--- src/hw/rtl/mcp_pkg.sv ---
// ----------------------------------------------------------------------------
// mcp_pkg
// Shared types and constants for the masked column projection unit.
// ----------------------------------------------------------------------------
package mcp_pkg;

    localparam int DATA_W     = 16;
    localparam int MAX_ROWS   = 4096;
    localparam int PROD_W     = 2 * DATA_W;
    localparam int CROSS_W    = 45;
    localparam int NORM_W     = 43;
    localparam int FRAC_SHIFT = 16;
    localparam int RES_W      = 32;

    // |cross_sum| fits in the same width as the signed sum, read as unsigned
    localparam int MAG_W      = CROSS_W;
    // dividend is |cross_sum| scaled into Q16.16
    localparam int NUM_W      = MAG_W + FRAC_SHIFT;
    localparam int DIV_STEPS  = NUM_W;
    localparam int CNT_W      = $clog2(DIV_STEPS);
    // quotient kept to 33 bits, anything above is folded into a sticky flag
    localparam int QUO_W      = RES_W + 1;
    // Q6.24 to Q16.16 when no division happens
    localparam int EMPTY_SHIFT = 8;

    localparam int QUEUE_DEPTH = 2;
    localparam int QPTR_W      = $clog2(QUEUE_DEPTH);
    localparam int QCNT_W      = $clog2(QUEUE_DEPTH + 1);

    localparam logic [RES_W-1:0] POS_LIMIT = {1'b0, {(RES_W-1){1'b1}}};
    localparam logic [RES_W-1:0] NEG_LIMIT = {1'b1, {(RES_W-1){1'b0}}};

    // closed column handed from the accumulator to the divider
    typedef struct packed {
        logic [CROSS_W-1:0] cross_sum;
        logic [NORM_W-1:0]  norm_sum;
        logic               last_column;
    } col_sums_t;

    typedef enum logic [1:0] {
        ST_IDLE,
        ST_DIV,
        ST_RESULT
    } div_state_t;

endpackage

--- src/hw/rtl/mcp_elem_if.sv ---
// ----------------------------------------------------------------------------
// mcp_elem_if
// Element channel: one matrix element with its vector entry and flags.
// ----------------------------------------------------------------------------
interface mcp_elem_if;
    logic                          valid;
    logic                          ready;
    logic signed [mcp_pkg::DATA_W-1:0] x_sample;
    logic signed [mcp_pkg::DATA_W-1:0] u_weight;
    logic                          present;
    logic                          last_in_column;
    logic                          last_column;

    modport source (
        output valid, x_sample, u_weight, present, last_in_column, last_column,
        input  ready
    );
    modport sink (
        input  valid, x_sample, u_weight, present, last_in_column, last_column,
        output ready
    );
endinterface

--- src/hw/rtl/mcp_result_if.sv ---
// ----------------------------------------------------------------------------
// mcp_result_if
// Result channel: one column weight with its status flags.
// ----------------------------------------------------------------------------
interface mcp_result_if;
    logic                             valid;
    logic                             ready;
    logic signed [mcp_pkg::RES_W-1:0] projection;
    logic                             empty_column;
    logic                             saturated;
    logic                             last_result;

    modport source (
        output valid, projection, empty_column, saturated, last_result,
        input  ready
    );
    modport sink (
        input  valid, projection, empty_column, saturated, last_result,
        output ready
    );
endinterface

--- src/hw/rtl/mcp_accum.sv ---
// ----------------------------------------------------------------------------
// mcp_accum
// Front end: accumulates x*u and u*u over present elements of a column and
// hands the closed sums to the queue on the last element.
// ----------------------------------------------------------------------------
module mcp_accum (
    input  logic               clk,
    input  logic               rst_n,
    mcp_elem_if.sink           item,
    output logic               push,
    output mcp_pkg::col_sums_t push_data,
    input  logic               push_ready
);
    import mcp_pkg::*;

    logic signed [PROD_W-1:0]  prod_xu;
    logic signed [PROD_W-1:0]  prod_uu;
    logic [CROSS_W-1:0]        cross_reg;
    logic [CROSS_W-1:0]        cross_next;
    logic [NORM_W-1:0]         norm_reg;
    logic [NORM_W-1:0]         norm_next;
    logic [CROSS_W-1:0]        cross_sum_upd;
    logic [NORM_W-1:0]         norm_sum_upd;
    logic                      accept;

    assign item.ready = push_ready;
    assign accept     = item.valid && push_ready;

    assign prod_xu = item.x_sample * item.u_weight;
    assign prod_uu = item.u_weight * item.u_weight;

    always_comb
    begin
        cross_sum_upd = cross_reg;
        norm_sum_upd  = norm_reg;
        if (item.present)
        begin
            cross_sum_upd = cross_reg + CROSS_W'(prod_xu);
            // u*u is never negative, so zero extension is exact
            norm_sum_upd  = norm_reg + NORM_W'(unsigned'(prod_uu));
        end
    end

    always_comb
    begin
        cross_next = cross_reg;
        norm_next  = norm_reg;
        if (accept)
        begin
            if (item.last_in_column)
            begin
                cross_next = '0;
                norm_next  = '0;
            end
            else
            begin
                cross_next = cross_sum_upd;
                norm_next  = norm_sum_upd;
            end
        end
    end

    assign push                  = accept && item.last_in_column;
    assign push_data.cross_sum   = cross_sum_upd;
    assign push_data.norm_sum    = norm_sum_upd;
    assign push_data.last_column = item.last_column;

    always_ff @(posedge clk or negedge rst_n)
    begin
        if (!rst_n)
        begin
            cross_reg <= '0;
            norm_reg  <= '0;
        end
        else
        begin
            cross_reg <= cross_next;
            norm_reg  <= norm_next;
        end
    end

endmodule

--- src/hw/rtl/mcp_queue.sv ---
// ----------------------------------------------------------------------------
// mcp_queue
// Short queue of closed columns between the accumulator and the divider.
// ----------------------------------------------------------------------------
module mcp_queue (
    input  logic               clk,
    input  logic               rst_n,
    input  logic               push,
    input  mcp_pkg::col_sums_t push_data,
    output logic               push_ready,
    output logic               pop_valid,
    output mcp_pkg::col_sums_t pop_data,
    input  logic               pop
);
    import mcp_pkg::*;

    col_sums_t          entry_reg [QUEUE_DEPTH];
    logic [QPTR_W-1:0]  wr_ptr_reg;
    logic [QPTR_W-1:0]  wr_ptr_next;
    logic [QPTR_W-1:0]  rd_ptr_reg;
    logic [QPTR_W-1:0]  rd_ptr_next;
    logic [QCNT_W-1:0]  count_reg;
    logic [QCNT_W-1:0]  count_next;
    logic               do_push;
    logic               do_pop;

    assign push_ready = (count_reg != QCNT_W'(QUEUE_DEPTH));
    assign pop_valid  = (count_reg != '0);
    assign pop_data   = entry_reg[rd_ptr_reg];
    assign do_push    = push && push_ready;
    assign do_pop     = pop && pop_valid;

    always_comb
    begin
        wr_ptr_next = wr_ptr_reg;
        rd_ptr_next = rd_ptr_reg;
        count_next  = count_reg;
        if (do_push)
        begin
            wr_ptr_next = (wr_ptr_reg == QPTR_W'(QUEUE_DEPTH - 1)) ? '0
                                                                   : wr_ptr_reg + 1'b1;
        end
        if (do_pop)
        begin
            rd_ptr_next = (rd_ptr_reg == QPTR_W'(QUEUE_DEPTH - 1)) ? '0
                                                                   : rd_ptr_reg + 1'b1;
        end
        if (do_push && !do_pop)
        begin
            count_next = count_reg + 1'b1;
        end
        else if (do_pop && !do_push)
        begin
            count_next = count_reg - 1'b1;
        end
    end

    always_ff @(posedge clk or negedge rst_n)
    begin
        if (!rst_n)
        begin
            wr_ptr_reg <= '0;
            rd_ptr_reg <= '0;
            count_reg  <= '0;
        end
        else
        begin
            wr_ptr_reg <= wr_ptr_next;
            rd_ptr_reg <= rd_ptr_next;
            count_reg  <= count_next;
        end
    end

    always_ff @(posedge clk)
    begin
        if (do_push)
        begin
            entry_reg[wr_ptr_reg] <= push_data;
        end
    end

endmodule

--- src/hw/rtl/mcp_divider.sv ---
// ----------------------------------------------------------------------------
// mcp_divider
// Back end: restoring divider, one quotient bit per cycle, followed by
// Q16.16 saturation into an output register.
// ----------------------------------------------------------------------------
module mcp_divider (
    input  logic               clk,
    input  logic               rst_n,
    input  logic               pop_valid,
    input  mcp_pkg::col_sums_t pop_data,
    output logic               pop,
    mcp_result_if.source       result
);
    import mcp_pkg::*;

    div_state_t          state_reg;
    div_state_t          state_next;
    logic [CNT_W-1:0]    cnt_reg;
    logic [CNT_W-1:0]    cnt_next;
    logic [NUM_W-1:0]    num_reg;
    logic [NUM_W-1:0]    num_next;
    logic [NORM_W-1:0]   den_reg;
    logic [NORM_W-1:0]   den_next;
    logic [NORM_W-1:0]   rem_reg;
    logic [NORM_W-1:0]   rem_next;
    logic [QUO_W-1:0]    quo_reg;
    logic [QUO_W-1:0]    quo_next;
    logic                ovf_reg;
    logic                ovf_next;
    logic                neg_reg;
    logic                neg_next;
    logic                empty_reg;
    logic                empty_next;
    logic                last_reg;
    logic                last_next;

    logic                out_valid_reg;
    logic                out_valid_next;
    logic [RES_W-1:0]    out_proj_reg;
    logic [RES_W-1:0]    out_proj_next;
    logic                out_empty_reg;
    logic                out_empty_next;
    logic                out_sat_reg;
    logic                out_sat_next;
    logic                out_last_reg;
    logic                out_last_next;

    logic                out_free;
    logic                load_out;
    logic                div_last;
    logic [NORM_W:0]     trial;
    logic                trial_ge;
    logic [NORM_W:0]     trial_diff;
    logic [MAG_W-1:0]    mag;
    logic                c_neg;
    logic                sat_val;
    logic [RES_W-1:0]    clip_val;

    assign out_free = !out_valid_reg || result.ready;
    assign div_last = (cnt_reg == CNT_W'(DIV_STEPS - 1));

    // magnitude of the signed cross sum; -2^44 still fits unsigned
    assign c_neg = pop_data.cross_sum[CROSS_W-1];
    assign mag   = c_neg ? MAG_W'(-pop_data.cross_sum) : MAG_W'(pop_data.cross_sum);

    assign trial      = {rem_reg, num_reg[NUM_W-1]};
    assign trial_ge   = (trial >= {1'b0, den_reg});
    assign trial_diff = trial - {1'b0, den_reg};

    // saturation to signed 32 bits from sign and magnitude
    always_comb
    begin
        if (!neg_reg)
        begin
            sat_val  = ovf_reg || quo_reg[QUO_W-1] || quo_reg[RES_W-1];
            clip_val = sat_val ? POS_LIMIT : quo_reg[RES_W-1:0];
        end
        else
        begin
            sat_val  = ovf_reg || quo_reg[QUO_W-1]
                    || (quo_reg[RES_W-1] && (|quo_reg[RES_W-2:0]));
            clip_val = sat_val ? NEG_LIMIT : (~quo_reg[RES_W-1:0] + 1'b1);
        end
    end

    // next state
    always_comb
    begin
        state_next = state_reg;
        case (state_reg)
            ST_IDLE:
            begin
                if (pop_valid)
                begin
                    state_next = (pop_data.norm_sum == '0) ? ST_RESULT : ST_DIV;
                end
            end
            ST_DIV:
            begin
                if (div_last)
                begin
                    state_next = ST_RESULT;
                end
            end
            ST_RESULT:
            begin
                if (out_free)
                begin
                    state_next = ST_IDLE;
                end
            end
            default:
            begin
                state_next = ST_IDLE;
            end
        endcase
    end

    // state outputs
    always_comb
    begin
        pop      = 1'b0;
        load_out = 1'b0;
        case (state_reg)
            ST_IDLE:   pop      = pop_valid;
            ST_DIV:    pop      = 1'b0;
            ST_RESULT: load_out = out_free;
            default:
            begin
                pop      = 1'b0;
                load_out = 1'b0;
            end
        endcase
    end

    // datapath
    always_comb
    begin
        cnt_next   = cnt_reg;
        num_next   = num_reg;
        den_next   = den_reg;
        rem_next   = rem_reg;
        quo_next   = quo_reg;
        ovf_next   = ovf_reg;
        neg_next   = neg_reg;
        empty_next = empty_reg;
        last_next  = last_reg;
        if (pop)
        begin
            neg_next  = c_neg;
            last_next = pop_data.last_column;
            den_next  = pop_data.norm_sum;
            cnt_next  = '0;
            rem_next  = '0;
            num_next  = {mag, {FRAC_SHIFT{1'b0}}};
            if (pop_data.norm_sum == '0)
            begin
                empty_next = 1'b1;
                quo_next   = mag[EMPTY_SHIFT +: QUO_W];
                ovf_next   = |mag[MAG_W-1:EMPTY_SHIFT+QUO_W];
            end
            else
            begin
                empty_next = 1'b0;
                quo_next   = '0;
                ovf_next   = 1'b0;
            end
        end
        else if (state_reg == ST_DIV)
        begin
            cnt_next = cnt_reg + 1'b1;
            num_next = {num_reg[NUM_W-2:0], 1'b0};
            rem_next = trial_ge ? trial_diff[NORM_W-1:0] : trial[NORM_W-1:0];
            quo_next = {quo_reg[QUO_W-2:0], trial_ge};
            ovf_next = ovf_reg || quo_reg[QUO_W-1];
        end
    end

    always_comb
    begin
        out_valid_next = out_valid_reg;
        out_proj_next  = out_proj_reg;
        out_empty_next = out_empty_reg;
        out_sat_next   = out_sat_reg;
        out_last_next  = out_last_reg;
        if (load_out)
        begin
            out_valid_next = 1'b1;
            out_proj_next  = clip_val;
            out_empty_next = empty_reg;
            out_sat_next   = sat_val;
            out_last_next  = last_reg;
        end
        else if (result.ready)
        begin
            out_valid_next = 1'b0;
        end
    end

    always_ff @(posedge clk or negedge rst_n)
    begin
        if (!rst_n)
        begin
            state_reg     <= ST_IDLE;
            cnt_reg       <= '0;
            out_valid_reg <= 1'b0;
        end
        else
        begin
            state_reg     <= state_next;
            cnt_reg       <= cnt_next;
            out_valid_reg <= out_valid_next;
        end
    end

    always_ff @(posedge clk)
    begin
        num_reg       <= num_next;
        den_reg       <= den_next;
        rem_reg       <= rem_next;
        quo_reg       <= quo_next;
        ovf_reg       <= ovf_next;
        neg_reg       <= neg_next;
        empty_reg     <= empty_next;
        last_reg      <= last_next;
        out_proj_reg  <= out_proj_next;
        out_empty_reg <= out_empty_next;
        out_sat_reg   <= out_sat_next;
        out_last_reg  <= out_last_next;
    end

    assign result.valid        = out_valid_reg;
    assign result.projection   = out_proj_reg;
    assign result.empty_column = out_empty_reg;
    assign result.saturated    = out_sat_reg;
    assign result.last_result  = out_last_reg;

`ifndef SYNTHESIS
    a_cnt_range: assert property (@(posedge clk) disable iff (!rst_n)
        state_reg == ST_DIV |-> cnt_reg <= CNT_W'(DIV_STEPS - 1))
        else $error("divider step count out of range");

    a_result_holds: assert property (@(posedge clk) disable iff (!rst_n)
        (state_reg == ST_RESULT && !out_free) |=> state_reg == ST_RESULT)
        else $error("finished quotient dropped while output stalled");

    a_word_from_result: assert property (@(posedge clk) disable iff (!rst_n)
        $rose(out_valid_reg) |-> $past(state_reg == ST_RESULT))
        else $error("output word raised outside result state");

    a_no_pop_busy: assert property (@(posedge clk) disable iff (!rst_n)
        pop |-> state_reg == ST_IDLE)
        else $error("queue popped while divider busy");
`endif

endmodule

--- src/hw/rtl/masked_column_projection_unit.sv ---
// ----------------------------------------------------------------------------
// masked_column_projection_unit
// Masked least-squares column projection: sum(x*u) / sum(u*u) per column,
// signed Q16.16 with saturation and empty-column flag.
// ----------------------------------------------------------------------------
// Elements are taken one per cycle; the multiply-accumulate front never stalls
// unless the two-entry column queue is full.
// Column path: closed sums pass through the queue, a divider load, 61 divide
// steps and saturation to a valid result; an empty column skips the divide steps.
// The bit-serial divider takes a new column from the queue only when idle.
// Reset (rst_n, async, active low) clears the sums, queue and divider control.
// ----------------------------------------------------------------------------
module masked_column_projection_unit (
    input  logic         clk,
    input  logic         rst_n,
    mcp_elem_if.sink     item,
    mcp_result_if.source result
);
    import mcp_pkg::*;

    logic      push;
    col_sums_t push_data;
    logic      push_ready;
    logic      pop_valid;
    col_sums_t pop_data;
    logic      pop;

    mcp_accum u_accum (
        .clk        (clk),
        .rst_n      (rst_n),
        .item       (item),
        .push       (push),
        .push_data  (push_data),
        .push_ready (push_ready)
    );

    mcp_queue u_queue (
        .clk        (clk),
        .rst_n      (rst_n),
        .push       (push),
        .push_data  (push_data),
        .push_ready (push_ready),
        .pop_valid  (pop_valid),
        .pop_data   (pop_data),
        .pop        (pop)
    );

    mcp_divider u_divider (
        .clk       (clk),
        .rst_n     (rst_n),
        .pop_valid (pop_valid),
        .pop_data  (pop_data),
        .pop       (pop),
        .result    (result)
    );

endmodule
--- src/flat_wrapper.sv ---
// flat-port wrapper written by rule: the top's interface ports become plain ports
module masked_column_projection_unit_flat import mcp_pkg::*;
  (clk, rst_n, item_valid, item_x_sample, item_u_weight, item_present, item_last_in_column, item_last_column, item_ready, result_valid, result_projection, result_empty_column, result_saturated, result_last_result, result_ready);
  mcp_elem_if item_i ();
  mcp_result_if result_i ();
  input  logic clk;
  input  logic rst_n;
  input wire logic [$bits(item_i.valid)-1:0] item_valid;
  input wire logic [$bits(item_i.x_sample)-1:0] item_x_sample;
  input wire logic [$bits(item_i.u_weight)-1:0] item_u_weight;
  input wire logic [$bits(item_i.present)-1:0] item_present;
  input wire logic [$bits(item_i.last_in_column)-1:0] item_last_in_column;
  input wire logic [$bits(item_i.last_column)-1:0] item_last_column;
  output wire logic [$bits(item_i.ready)-1:0] item_ready;
  output wire logic [$bits(result_i.valid)-1:0] result_valid;
  output wire logic [$bits(result_i.projection)-1:0] result_projection;
  output wire logic [$bits(result_i.empty_column)-1:0] result_empty_column;
  output wire logic [$bits(result_i.saturated)-1:0] result_saturated;
  output wire logic [$bits(result_i.last_result)-1:0] result_last_result;
  input wire logic [$bits(result_i.ready)-1:0] result_ready;
  assign item_i.valid = item_valid;
  assign item_i.x_sample = item_x_sample;
  assign item_i.u_weight = item_u_weight;
  assign item_i.present = item_present;
  assign item_i.last_in_column = item_last_in_column;
  assign item_i.last_column = item_last_column;
  assign item_ready = item_i.ready;
  assign result_valid = result_i.valid;
  assign result_projection = result_i.projection;
  assign result_empty_column = result_i.empty_column;
  assign result_saturated = result_i.saturated;
  assign result_last_result = result_i.last_result;
  assign result_i.ready = result_ready;
  masked_column_projection_unit u_core (.clk(clk), .rst_n(rst_n), .item(item_i), .result(result_i));
endmodule
--- config.mk ---
export PLATFORM = sky130hd
export DESIGN_NAME = masked_column_projection_unit_flat
export DESIGN_NICKNAME = d
export VERILOG_FILES = /design/src/hw/rtl/mcp_pkg.sv /design/src/hw/rtl/mcp_elem_if.sv /design/src/hw/rtl/mcp_result_if.sv /design/src/hw/rtl/mcp_accum.sv /design/src/hw/rtl/mcp_queue.sv /design/src/hw/rtl/mcp_divider.sv /design/src/hw/rtl/masked_column_projection_unit.sv /design/src/flat_wrapper.sv
export SDC_FILE = /design/constraint.sdc
export NUM_CORES = 2
export LEC_CHECK = 0
export ABC_AREA = 1
export BUFFER_PORTS_ARGS = -buffer_cell sky130_fd_sc_hd__buf_2
export CORE_UTILIZATION = 55
export CTS_BUF_LIST = sky130_fd_sc_hd__clkbuf_4 sky130_fd_sc_hd__clkbuf_8 sky130_fd_sc_hd__clkbuf_16
export CTS_CLUSTER_SIZE = 10
export DETAILED_ROUTE_END_ITERATION = 10
export PLACE_DENSITY = 0.71
export SLEW_MARGIN = 0
export SYNTH_ARGS = -nofsm -noshare
export SYNTH_HDL_FRONTEND = slang
export SYNTH_SLANG_ARGS = --single-unit
--- constraint.sdc ---
create_clock -name clk -period 6.85 [get_ports clk]
set_input_delay 0.3425 -clock clk [delete_from_list [all_inputs] [get_ports clk]]
set_output_delay 0.3425 -clock clk [all_outputs]
set_load 0.03 [all_outputs]
== Yosys cells after proc, flatten, opt, wreduce, memory -nomap -nowiden ==
Memories as Yosys holds them, arrays and structs flattened.
Index checks and enable logic that the tools add are counted.
Widths: inputs -> output; s select.
Storage, ports and cells
  logic and storage cells: 101
  latch bits: 0
  memories: 1
  flip-flop bits (word level): 304
  bits in read-only memories: 0
  RAM bits: 178
  bits of input ports: 39
Cells by class
  multipliers: 2
  $lt $le $gt $ge: 1
  reductions and logical operators: 23
  add/sub/neg operators: 10
  eq/ne operators: 7
  muxes and demuxes: 36
  divide/modulo/power cells: 0
  bitwise operators: 1
  shift-type cells: 0
Memory list
  u_core.u_queue.entry_reg: words 2, bits a word 89, read ports 1, clocked after memory_dff 0, write ports 1, RTL line mcp_queue.sv:17  | col_sums_t entry_reg [QUEUE_DEPTH];
Operators by type and width (count)
  $mux 45: 3
  $mux 43: 3
  $mux 61: 2
  $mux 33: 3
  $mux 32: 3
  $mul 16x16->32: 2
  $add 45x45->45: 1
  $neg 45->45: 1
  $ge 44x43->1: 1
  $add 43x32->43: 1
  $logic_not 43->1: 1
  $sub 43x43->43: 1
  $add 32x1->32 const B: 1
  $not 32->32: 1
  $reduce_or 31->1: 1
  $mux 1: 13
  $mux 2: 6
  $mux 6: 2
  $ne 2x2->1 const B: 4
  $reduce_bool 2->1: 4
  $logic_and 1x1->1: 7
  $add 6x1->6 const B: 1
  $eq 6x6->1 const B: 1
  $pmux 2 s3: 1
  10 further kinds: 16

== Depth between registers and ports, before layout ==
  depth after elaboration: 8
  mapped depth: 44
  mapped depth without buffers: 42

== By module ==
A second synthesis with hierarchy kept.
Unflattened totals
  cell total of the unflattened synthesis: 6643
  area, all modules: 50955.1 um2
Modules (own cells, without submodules)
  mcp_accum: sequential area each 2202.1 um2, instances 1, cells each 4068, area each 29457.0 um2
  mcp_divider: sequential area each 5890.6 um2, instances 1, cells each 2082, area each 14745.4 um2
  mcp_queue: sequential area each 5445.2 um2, instances 1, cells each 493, area each 6752.7 um2

== Least setup slack after synthesis ==
Ideal clock, no wire load.
  path kind: input to register
  start: input item_u_weight[1]
  end: memory u_core.u_queue.entry_reg[0][84] (netlist bit), data pin
  arrival time: 6.992 ns
  stages on the path: 35
  slack: -0.400 ns
  required time: 6.592 ns
  setup time: 0.258 ns
  path through: clkbuf_1 > clkbuf_1 > nand2_1 > inv_1 > fa_1 > inv_1 > fa_1 > inv_1 > fa_1 > inv_1 > fa_1 > fa_1 > inv_1 > fa_1 > ha_1 > nand2_1 > nor2_1 > nand2_1 > nor3_1 > nand2_1 > nand2_1 > nand3_1 > nand2_1 > inv_1 > ha_1 > nand2_1 > nor2_1 > inv_1 > nor2_1 > inv_1 > nor3_1 > nand4_1 > nand4_1 > nand3_1 > and2_1
RTL lines
  start: declaration: RTL line flat_wrapper.sv:10  | input wire logic [$bits(item_i.u_weight)-1:0] item_u_weight;
  end: declaration: RTL line mcp_queue.sv:17

==> metrics.txt <==
status completed; final slew viol count 0; WL final 133 mm; drt via density 5.21; Synthesized Nets 7188; Synth Register Bits 482; Initial Util 55.9%; Reg-to-Reg Start u_core.u_divider.num_reg[60]; final setup vio count 0; worst slew pin tran 1050 ps; R2R Setup Slk 2960 ps; Post-Synthesis Cell Area 49800 um^2; Hold Path Class in2reg; Clock Path Buffers 3; Layout Nets 7775; routed len/inst 16.3 um; startpoint types input pin; total grt overflow 0; Die Span Y 303 um; GRT Total Usage 28.6%; fmax 148 MHz; synth unique cells 58; final antenna-violating net count 0; Main synth FF type edfxtp_1; Synth async-reset ratio 21.0%; Largest register FFs 178; endpoint class of the critical path flip-flop; antenna violations before repair 0; normalized max-slew margin 29.9%; RSZ-0062 raised after global routing true; largest net degree at the start of global routing 89; Detailed Place HPWL 104 mm; delay of the slowest critical-path stage 570 ps; core area 89100 um^2; Area Growth Syn to Fin 20.5%; Top Ports 76; Worst-path clk slew 60 ps; die footprint 91700 um^2; Ys Warns 0; vias in the first global route 42300; Final Skew 20.0 ps; CTS tree yes; HP Start item_last_in_column; Syn Area/Cell 7.83 um^2; Worst Path Max Fanout 11; placed insts 8005; Ant. Diodes 0; post-synthesis sequential area ratio 27.2%; chip width 303 um; RePlAce Congestion 0.961; Post-synth EDFFs 338; DRT iter0 DRCs 2813; Skew-Pair Late Insertion Delay 610 ps; fin cells 8157; # clock sinks 482; Setup CP Type in2reg; final worst path period share 98.8%; share of cells above drive strength 1 19.3%; Critical Path Source item_u_weight[15]; DRC Markers 0; Max Cap Viol 0; row count 109; first-pass detailed-route iteration total 6; WP data required 7200 ps; IO Port Bufs 75; clock root buffer clkbuf_16; final hold vios 0; Filler cells 7414; slowest CP cell fa_1; placed cell area 55700 um^2; vias 42500; first-pass GRT wire length 211 mm; crit path DAT 7120 ps; H-tree depth 2; Syn Inst Count 6358; TritonCTS Buffers 56; Tmin final 6770 ps; post-route cell area 60000 um^2
[through the flow]
step | TNS [ps] | hold WS [ps] | utilization, % | setup WS (ps)
finish | 0 | 215 | 67.4 | 81.3
detailed placement | -131520 | 410 | 62.6 | -1070
CTS | -9.16 | 183 | 65.1 | -9.16
global route | -9920 | 222 | 67.4 | -186
global placement | -111960 | 407 | 62.6 | -965
floorplan | -8740 | 46.9 | - | -354
[cells in the mapped netlist (10+ instances only)]
master    count  area, um^2
a22o_1       13         114
nand3b_1     24         180
o21ai_0     289        1450
clkbuf_1    140         526
or2_2        31         194
o211ai_1     11        82.6
o21a_1       14         105
inv_1      1363        5120
nand3_1     239        1200
ha_1        287        3590
edfxtp_1    338       10100
nor2_1      422        1580
o221ai_1     13         114
fa_1        504       10100
a21o_1       23         173
buf_6        13         146
nor3_1       46         230
nand2_1    1704        6400
dfrtp_1     101        2530
xnor2_1      53         464
buf_1        10        37.5
a31oi_1      16         100
buf_2        12        60.1
nand4_1      59         369
o21ai_2      33         289
nor4_1       26         163
dfxtp_1      43         861
o21bai_1     31         233
o21ai_1      35         175
o22ai_1      21         131
and2_1       22         138
a21oi_1     228        1140
xor2_1      118        1030
[layout by cell type, fill, tap and decap left out, types with 34 or more instances in the layout]
| master | n |
|---|---|
| nand2_1 | 1610 |
| inv_1 | 1320 |
| buf_4 | 600 |
| fa_1 | 484 |
| nor2_1 | 350 |
| edfxtp_1 | 338 |
| o21ai_0 | 247 |
| ha_1 | 237 |
| nand3_1 | 216 |
| a21oi_1 | 170 |
| xor2_1 | 103 |
| dfrtp_1 | 100 |
| nand2_2 | 86 |
| o21ai_1 | 61 |
| nand4_1 | 59 |
| clkbuf_16 | 59 |
| a21oi_2 | 55 |
| buf_2 | 52 |
| xnor2_1 | 49 |
| nor2_2 | 48 |
| o21ai_2 | 47 |
| ha_4 | 47 |
| inv_2 | 46 |
| clkbuf_4 | 44 |
| dfxtp_1 | 43 |
| nor2_4 | 34 |
| nor3_1 | 34 |
[cells by family after synthesis]
kind of cell             count (synthesis)  share of synthesized area (%)
AND/OR/NAND/NOR                       2607                           21.5
flip-flops                             482                           27.2
XOR/XNOR                               171                           3.01
buffers and inverters                 1553                           12.1
AO/OA/AOI/OAI                          754                           8.74
adder cells (fa/ha/maj)                791                           27.5
[path summary, 6_finish.rpt]
check | end | cells after the start
hold / removal | u_core.u_queue.wr_ptr_reg | 4
hold reg to reg | u_core.u_divider.result.empty_column | 0
setup / recovery | u_core.u_queue.entry_reg[1][32] | 34
setup reg to reg | u_core.u_divider.rem_reg[21] | 13
max in group asynchronous | u_core.u_accum.cross_reg[36] | 3
min in group asynchronous | u_core.u_accum.norm_reg[4] | 2
[area by class of cell]
type                       instances  area, um^2  share of cell area [%]
multi-input combinational       4323       32400                    54.0
sequential                       482       13500                    22.6
timing repair buffer             712        5640                    9.41
inverter                        1370        5150                    8.58
clock buffer                      97        1730                    2.88
tap                             1165        1460                    2.43
clock inverter                     8        80.1                   0.133
[critical path: cells and delay by family]
kind                       cells  cell delay [ps]
and+or+nand+nor               13             1330
buffers and inverters         10              900
AOI/OAI and AO/OA              3              780
adders and majority gates      8             3740
[layer usage]
layer	share of wire, %	global-route usage [%]
met1	45	39.3
met2	48	47.9
met3	4.6	2.81
met4	3.0	8.83
met5	0	0
[timing repair]
item | 4_1_cts | 5_1_grt
endpoints found under the setup margin | 124 | 172
buffers inserted | 10 | 31
gates resized for setup | 70 | 471
pin swaps | 25 | 198
endpoints found under the hold margin | 48 | 0
hold buffers | 3 | 0
cloned | 0 | 4
Power is not shown: default switching activity piles up to over one toggle a cycle in this logic, so the estimate is an artifact.
